## src/wbrm_pkg.sv

```systemverilog
// Package for the windowed byte rate meter: field widths, packing widths
// and default window depth. No dependencies.
`timescale 1ns / 1ps

package wbrm_pkg;

  localparam int BYTE_W         = 32;
  localparam int TIME_W         = 24;
  localparam int FRAC_W         = 16;
  localparam int RATE_W         = 32;
  localparam int IN_W           = 2 * BYTE_W + TIME_W;
  localparam int OUT_W          = 2 * RATE_W;
  localparam int CNT_W          = $clog2(RATE_W);
  localparam int DEFAULT_WINDOW = 16;

endpackage

```

## src/windowed_byte_rate_meter.sv

```systemverilog
// Windowed byte rate meter: ring of byte deltas and tick times, running
// window sums and one shared restoring divider. Depends on wbrm_pkg.
// When the time sum is zero the result needs no division; when both rates
// need the divider it runs two divisions of 32 one-bit steps each on the
// shared unit, after the ring read and update.
// A new transaction is accepted only when idle, once the previous result is in the output.
// Reset (rst, synchronous, active high) clears the ring valid bits, slot
// index, previous totals, window sums and output valid; no clearing pass.
`timescale 1ns / 1ps

module windowed_byte_rate_meter #(
  parameter int WINDOW = wbrm_pkg::DEFAULT_WINDOW
) (
  input  logic                        clk,
  input  logic                        rst,
  input  logic                        s_tvalid,
  output logic                        s_tready,
  // sent_total [31:0], received_total [63:32], tick_time [87:64]
  input  logic [wbrm_pkg::IN_W-1:0]   s_tdata,
  output logic                        m_tvalid,
  input  logic                        m_tready,
  // sent_rate [31:0], received_rate [63:32]
  output logic [wbrm_pkg::OUT_W-1:0]  m_tdata,
  // no_time [0]
  output logic [0:0]                  m_tuser
);

  import wbrm_pkg::*;

  localparam int SLOT_W = (WINDOW > 1) ? $clog2(WINDOW) : 1;
  localparam int TSUM_W = TIME_W + $clog2(WINDOW + 1);
  localparam int SAT_W  = TSUM_W + FRAC_W;

  typedef enum logic [4:0] {
    S_IDLE   = 5'b00001,
    S_UPDATE = 5'b00010,
    S_CHECK  = 5'b00100,
    S_DIV    = 5'b01000,
    S_DONE   = 5'b10000
  } state_t;

  state_t              state;
  logic [SLOT_W-1:0]   slot;
  logic [WINDOW-1:0]   slot_valid;
  logic [BYTE_W-1:0]   previous_sent;
  logic [BYTE_W-1:0]   previous_received;
  logic [BYTE_W-1:0]   sum_sent;
  logic [BYTE_W-1:0]   sum_received;
  logic [TSUM_W-1:0]   sum_time;
  logic [BYTE_W-1:0]   delta_sent;
  logic [BYTE_W-1:0]   delta_received;
  logic [TIME_W-1:0]   tick;
  logic [IN_W-1:0]     ring [WINDOW];
  logic [IN_W-1:0]     ring_rd;
  logic                second;
  logic [TSUM_W-1:0]   rem;
  logic [BYTE_W-1:0]   dshift;
  logic [RATE_W-1:0]   quo;
  logic [CNT_W-1:0]    cnt;
  logic [RATE_W-1:0]   sent_rate;
  logic [RATE_W-1:0]   received_rate;
  logic                no_time;

  logic                accept;
  logic [BYTE_W-1:0]   old_sent;
  logic [BYTE_W-1:0]   old_received;
  logic [TIME_W-1:0]   old_tick;
  logic [BYTE_W-1:0]   bytes;
  logic [TSUM_W:0]     trial;
  logic                qbit;
  logic [TSUM_W-1:0]   rem_next;
  logic [RATE_W-1:0]   quo_next;

  assign s_tready = (state == S_IDLE);
  assign accept   = s_tvalid && s_tready;

  always_comb begin
    if (slot_valid[slot]) begin
      old_sent     = ring_rd[BYTE_W-1:0];
      old_received = ring_rd[2*BYTE_W-1:BYTE_W];
      old_tick     = ring_rd[IN_W-1:2*BYTE_W];
    end else begin
      old_sent     = '0;
      old_received = '0;
      old_tick     = '0;
    end
    bytes    = second ? sum_received : sum_sent;
    trial    = {rem, dshift[BYTE_W-1]};
    qbit     = (trial >= {1'b0, sum_time});
    rem_next = qbit ? TSUM_W'(trial - {1'b0, sum_time}) : trial[TSUM_W-1:0];
    quo_next = {quo[RATE_W-2:0], qbit};
  end

  // Ring storage: read at the slot on accept, written in the update step.
  always_ff @(posedge clk) begin
    if (accept) begin
      ring_rd <= ring[slot];
    end
    if (state == S_UPDATE) begin
      ring[slot] <= {tick, delta_received, delta_sent};
    end
  end

  always_ff @(posedge clk) begin
    if (accept) begin
      delta_sent     <= s_tdata[BYTE_W-1:0] - previous_sent;
      delta_received <= s_tdata[2*BYTE_W-1:BYTE_W] - previous_received;
      tick           <= s_tdata[IN_W-1:2*BYTE_W];
    end
    case (state)
      S_CHECK: begin
        rem    <= TSUM_W'(bytes[BYTE_W-1:FRAC_W]);
        dshift <= {bytes[FRAC_W-1:0], {(BYTE_W-FRAC_W){1'b0}}};
        cnt    <= CNT_W'(RATE_W - 1);
      end
      S_DIV: begin
        rem    <= rem_next;
        dshift <= {dshift[BYTE_W-2:0], 1'b0};
        quo    <= quo_next;
        cnt    <= cnt - 1'b1;
      end
      default: begin
      end
    endcase
  end

  always_ff @(posedge clk) begin
    if (rst) begin
      state             <= S_IDLE;
      slot              <= '0;
      slot_valid        <= '0;
      previous_sent     <= '0;
      previous_received <= '0;
      sum_sent          <= '0;
      sum_received      <= '0;
      sum_time          <= '0;
      second            <= 1'b0;
      m_tvalid          <= 1'b0;
      m_tdata           <= '0;
      m_tuser           <= '0;
      sent_rate         <= '0;
      received_rate     <= '0;
      no_time           <= 1'b0;
    end else begin
      if (m_tvalid && m_tready && state != S_DONE) begin
        m_tvalid <= 1'b0;
      end
      unique case (state)
        S_IDLE: begin
          if (accept) begin
            previous_sent     <= s_tdata[BYTE_W-1:0];
            previous_received <= s_tdata[2*BYTE_W-1:BYTE_W];
            state             <= S_UPDATE;
          end
        end
        S_UPDATE: begin
          sum_sent         <= sum_sent + delta_sent - old_sent;
          sum_received     <= sum_received + delta_received - old_received;
          sum_time         <= sum_time + TSUM_W'(tick) - TSUM_W'(old_tick);
          slot_valid[slot] <= 1'b1;
          slot             <= (slot == SLOT_W'(WINDOW - 1)) ? '0 : slot + 1'b1;
          second           <= 1'b0;
          state            <= S_CHECK;
        end
        S_CHECK: begin
          no_time <= (sum_time == '0);
          if (sum_time == '0 || SAT_W'(bytes) >= {sum_time, {FRAC_W{1'b0}}}) begin
            if (second) begin
              received_rate <= (sum_time == '0) ? '0 : '1;
              state         <= S_DONE;
            end else begin
              sent_rate <= (sum_time == '0) ? '0 : '1;
              second    <= 1'b1;
            end
          end else begin
            state <= S_DIV;
          end
        end
        S_DIV: begin
          if (cnt == '0) begin
            if (second) begin
              received_rate <= quo_next;
              state         <= S_DONE;
            end else begin
              sent_rate <= quo_next;
              second    <= 1'b1;
              state     <= S_CHECK;
            end
          end
        end
        S_DONE: begin
          if (!m_tvalid || m_tready) begin
            m_tvalid <= 1'b1;
            m_tdata  <= {received_rate, sent_rate};
            m_tuser  <= no_time;
            state    <= S_IDLE;
          end
        end
        default: begin
          state <= S_IDLE;
        end
      endcase
    end
  end

endmodule
```

## config.mk

```make
export PLATFORM = sky130hd
export DESIGN_NAME = windowed_byte_rate_meter
export DESIGN_NICKNAME = d
export VERILOG_FILES = /design/src/wbrm_pkg.sv /design/src/windowed_byte_rate_meter.sv
export SDC_FILE = /design/constraint.sdc
export NUM_CORES = 2
export LEC_CHECK = 0
export BUFFER_PORTS_ARGS = -buffer_cell sky130_fd_sc_hd__buf_2
export CAP_MARGIN = 20
export CORE_UTILIZATION = 45
export DETAILED_ROUTE_END_ITERATION = 8
export GPL_TIMING_DRIVEN = 1
export PLACE_DENSITY = 0.58
export SLEW_MARGIN = 25
export SYNTH_ARGS = -nofsm -noshare
export SYNTH_HDL_FRONTEND = slang
export SYNTH_SLANG_ARGS = --single-unit
```

## constraint.sdc

```tcl
create_clock -name clk -period 11.7 [get_ports clk]
set_input_delay 0.585 -clock clk [delete_from_list [all_inputs] [get_ports clk]]
set_output_delay 0.585 -clock clk [all_outputs]
set_load 0.05 [all_outputs]
```

; After elaboration in Yosys (flattened, before gate mapping)
; Memories as Yosys holds them, arrays and structs flattened. A register that Yosys moved wholly into a read port is not among the register bits.
; Cells that the tools add are included.
[op_classes]
add_sub_neg = 11
n_lt_le_gt_ge = 4
n_eq_ne = 16
mux = 39
n_bitwise = 1
n_reduce_logical = 17
[ops]
columns = op, n
row1 = 2-to-1 mux 32 bit, 12
row2 = one-hot mux 32 bit (2 select lines), 3
row3 = subtractor 32 bit, 4
row4 = adder 32 bit, 2
row5 = one-hot mux 29 bit (2 select lines), 1
row6 = greater-or-equal comparator 32 x 45 -> 1 bit, 1
row7 = greater-or-equal comparator 30 x 29 -> 1 bit, 1
row8 = 2-to-1 mux 5 bit, 6
row9 = adder 29 x 24 -> 29 bit, 1
row10 = zero test 29 bit, 1
row11 = 2-to-1 mux 29 bit, 1
row12 = subtractor 29 x 24 -> 29 bit, 1
row13 = subtractor 29 bit, 1
row14 = one-hot mux 5 bit (5 select lines), 1
row15 = 2-to-1 mux 24 bit, 1
row16 = OR 16 bit, 1
row17 = != test 2 bit (second input constant), 7
row18 = one-hot mux 5 bit (2 select lines), 1
row19 = AND reduction 5 bit, 2
row20 = 2-to-1 mux 1 bit, 9
row21 = == test 5 x 1 -> 1 bit (second input constant), 1
row22 = == test 5 x 2 -> 1 bit (second input constant), 1
row23 = == test 5 x 3 -> 1 bit (second input constant), 1
row24 = == test 5 x 4 -> 1 bit (second input constant), 1
row25 = 22 further kinds, 27
[word_totals]
regBits = 499
mem_bits_rw = 1408
in_bits = 92
output_inout_bits = 67
n_memories = 1
[memory_table]
columns = memory, depth, width, rd, rd_clocked_by_memory_dff, write_ports, line
row1 = ring, 16, 88, 1, 1, 1, windowed_byte_rate_meter.sv:53  ; logic [IN_W-1:0] ring [WINDOW];

; Depth between registers and ports, before layout
[logic_depth]
ltp_word = 5
mapped_depth = 20
mapped_depth_nobuf = 17

; Worst setup path before layout
; OpenSTA, ideal clock, no wires.
[synth_path]
kind = flip-flop to flip-flop
startpoint = register state[2]
endpoint = memory ring[3][0] in the netlist's numbering (enable)
arrival_time_ns = 7.462
required_time_ns = 11.055
path_slack_ns = 3.593
stages_incl_launch_ff = 6
period_less_slack_ns = 8.107
path_cell_list = dfxtp_1 > or3_1 > nor3b_1 > clkbuf_1 > nand2_1 > nor3_1
[synth_via]
elab_chain_cells = 3
[synth_lines]
columns = element, line
row1 = start: declaration, windowed_byte_rate_meter.sv:42  ; state_t state;
row2 = start signal: assignment, windowed_byte_rate_meter.sv:129  ; state <= S_IDLE;
row3 = start signal: assignment, windowed_byte_rate_meter.sv:153  ; state <= S_UPDATE;
row4 = start signal: assignment, windowed_byte_rate_meter.sv:163  ; state <= S_CHECK;
row5 = == test 5 x 2 -> 1 bit, windowed_byte_rate_meter.sv:99  ; if (state == S_UPDATE) begin
row6 = 2-to-1 mux 1 bit, windowed_byte_rate_meter.sv:99
row7 = 2-to-1 mux 1 bit (implied by the code), windowed_byte_rate_meter.sv:100  ; ring[slot] <= {tick, delta_received, delta_sent};
row8 = end: declaration, windowed_byte_rate_meter.sv:53
; No other way between the ends.

; Worst setup path in the final report
[layout_path]
startpoint = register slot[1]
endpoint = register sum_sent[31]
[layout_via]
elab_chain_cells = 4
[layout_lines]
columns = element, line
row1 = start: declaration, windowed_byte_rate_meter.sv:43  ; logic [SLOT_W-1:0] slot;
row2 = start signal: assignment, windowed_byte_rate_meter.sv:161  ; slot <= (slot == SLOT_W'(WINDOW - 1)) ? '0 : slot + 1'b1;
row3 = binary-select mux 1 bit (select 4 bit), windowed_byte_rate_meter.sv:78  ; if (slot_valid[slot]) begin
row4 = 2-to-1 mux 1 bit (implied by the code), windowed_byte_rate_meter.sv:78
row5 = 2-to-1 mux 32 bit, windowed_byte_rate_meter.sv:78
row6 = subtractor 32 bit, windowed_byte_rate_meter.sv:157  ; sum_sent <= sum_sent + delta_sent - old_sent;
row7 = end signal: assignment, windowed_byte_rate_meter.sv:157
row8 = end: declaration, windowed_byte_rate_meter.sv:47  ; logic [BYTE_W-1:0] sum_sent;
; No other way between the ends. The select of a mux whose other input is x is not followed.
; A chain may end at the register's enable or synchronous reset.

==> results.yml <==
worst_hold_path:
  hp-start: "rst"
  whs_path_depth: 2
  whs_endpoint: "sum_time[4]"
  hp-class: "primary input to register"
timing:
  drv_slew: 0
  fin_crit_sh_pct: 54.5
  worstMarginPinSlew_ns: 1.07
  finalSetupViolations: 0
  relSlewSlack_pct: 28.6
  grt_setup_unrepaired: "no"
  hold_viol_final: 0
  post-route-min-period_ns: 6.38
  skew_ns: 0.0257
  fmax_mhz: 157
  setup-tns-final_ns: 0
setup_path:
  worstPathArrival_ns: 7.10
  cp_max_fo: 65
  critPathLaunchType: "register"
  cp.required_ns: 12.42
  worst_r2r_path_depth: 16
  r2r_start: "slot[1]"
  worstSetupPathType: "register to register"
  endpoint_kind: "register"
  r2r_end: "sum_sent[31]"
  rrSetupSlack_ns: 5.32
logic_synthesis:
  yosys_warnings: 0
  synth_edf_count: 1665
  synth-async-reset-ratio_pct: 0
  seq_area_frac_synth_pct: 65.6
  syn_area_um2: 85800
  ys_seq_elements: 1979
  synthDistinctLibCells: 80
  syn_inst: 5572
  syn-num-nets: 5962
  ys_dominant_reg_cell: "edfxtp_1"
  postSynthAreaPerCell_um2: 15.4
place:
  portBuffers: 158
  dpl_cell_area_um2: 89500
  numPlacedInstances: 8055
  gp_congestion: 0.840
  dp_hpwl_um: 120000
detailed_routing:
  drt_wl_total_um: 207000
  drtIter0Drc: 3963
  via_per_inst: 5.62
  dr.pass1.iters: 7
  avgRoutedWirePerCell_um: 24.3
  vias: 47900
  ant_nets: 0
  drc: 0
finish:
  diodes: 0
  fin_nets: 6244
  final_util_pct: 51.5
  syn_to_final_growth_pct: 13.2
  n_fill_cell: 15600
  final_cell_mix: "1665 x edfxtp_1, 476 x nand2_1, 460 x inv_1"
  multi_input_area_um2: 27000
  final_cells: 8519
  seqCellArea_um2: 56300
  drive_above_1_share_pct: 17.1
  final_common_cell: "edfxtp_1"
  fin_area_um2: 97100
clocking:
  post-cts-setup-buffer-count: 0
  cts_hold_buf: 88
  clockBufferDepth: 3
  cts_tree: "built"
  clkLatencyLatePin_ns: 0.84
  htreeDepth: 4
  cts.repair.resized: 0
  cts_buffers: 203
  clkTransAtPathRegs_ns: 0.06
  cts_sinks: 1979
  clock-root-buffer: "clkbuf_16"
pwr:
  irDropWorstVdd_mv: 0.129
  p_per_area_nw_per_um2: 189
  cellLeakagePower_nw: 32.9
  power.total_w: 0.0184
floorplan:
  die_x_um: 439
  num_rows: 159
  dieHeight_um: 439
  initial_core_util_pct: 45.5
  io_pins: 159
  coreArea_um2: 189000
  dieArea_um2: 192000
run_status:
  status: "completed"
flow_run:
  drv_cap: 0
global_route:
  grt_max_degree: 138
  antenna_found_initial: 2
  overflow: 0
  track_usage_pct: 21.5
  grt_pass1_wl_um: 309000
  grt_pass1_vias: 47100
## power breakdown
group / switching, W / internal [W]
clock network: 0.00275 / 0.00375
registers: 0.000370 / 0.00814
logic: 0.00194 / 0.00141
## registers in the layout, indices dropped and copies added, names as in the netlist, 5 cells and up
signal / flops
sum_sent: 32
previous_sent: 32
previous_received: 32
slot_valid: 16
ring: 1408
state: 5
ring_rd: 88
tick: 24
rem: 29
received_rate: 32
sum_received: 32
sent_rate: 32
delta_sent: 32
delta_received: 32
m_tdata: 64
sum_time: 29
cnt: 5
dshift: 16
quo: 31
## critical path, stage by stage (launching register included)
cell and delay [ns]:
dfxtp_4 0.94, mux4_2 0.43, mux4_4 0.79, buf_4 0.39, and2_1 0.27, fa_1 0.48
inv_1 0.04, ha_1 0.33, a2111oi_0 0.55, o21ai_0 0.25, a41o_1 0.37, a21oi_1 0.29
nor4_1 0.13, nor2_1 0.19, a41o_1 0.22, mux2i_1 0.21, mux2_2 0.35
## stage by stage
| step | hold slack, ns | worst slack [ns] |
|---|---|---|
| after detailed placement | 0.436 | 5.32 |
| after global routing | 0.170 | 4.93 |
| final | 0.142 | 5.32 |
| after floorplan | 0.420 | 3.59 |
| after global placement | 0.433 | 5.39 |
| after CTS | 0.147 | 5.32 |
## layer usage
metal | GRT usage, % | vias up | part of all wire (%)
met4 | 5.18 | 0 | 1.9
met3 | 2.88 | 244 | 4.9
met2 | 34.8 | 1232 | 48
met5 | 0 | - | 0
met1 | 31.0 | 24800 | 45
li1 | - | 21600 | -
## cell families after synthesis
kind of cell | after synthesis | synth area share [%]
AND/OR/NAND/NOR | 1048 | 5.60
AO/OA/AOI/OAI | 860 | 6.28
multiplexers | 539 | 12.8
adder cells (fa/ha/maj) | 298 | 5.13
flip-flops | 1979 | 65.6
XOR/XNOR | 143 | 1.46
buffers and inverters | 705 | 3.12
## synth_stat cells (21+ instances only)
cell type  count  share of area, %
buf_1         49              0.21
xnor2_1      100               1.0
nand2_1      478               2.1
nor2b_1       33              0.24
mux4_2       445                12
o21a_1        78              0.68
a22o_1        21              0.21
a21o_1        89              0.78
a21oi_1      357               2.1
o21ai_0      121              0.71
fa_1          89               2.1
a211oi_1      31              0.27
nand4_1       23              0.17
dfxtp_1      314               7.3
xor2_1        43              0.44
nand3_1       39              0.23
edfxtp_1    1665                58
ha_1         209               3.0
nor3_1        47              0.27
and2_1        97              0.71
inv_1        462               2.0
a31oi_1       21              0.15
and3_1        34              0.25
clkbuf_1     180              0.79
mux2i_1       88               1.0
nor2_1       207              0.91
## final cells by class
cell class	instances	area share, %
Clock buffer	266	5.68
Tap cell	2495	3.21
Clock inverter	109	1.18
Inverter	463	1.80
Multi-Input combinational cell	2888	27.8
Timing Repair Buffer	319	2.41
Sequential cell	1979	58.0
## how the worst max path moves through the flow
stage	start	end	slack (ns)
global route	slot[1]	sum_received[31]	4.93
CTS	slot[1]	sum_received[31]	5.32
floorplan	state[2]	ring[3][0]	3.59
global placement	slot[1]	sum_received[31]	5.39
finish	slot[1]	sum_sent[31]	5.32
detailed placement	slot[1]	sum_received[31]	5.32
Note: power is estimated with default switching activity, not from simulation.
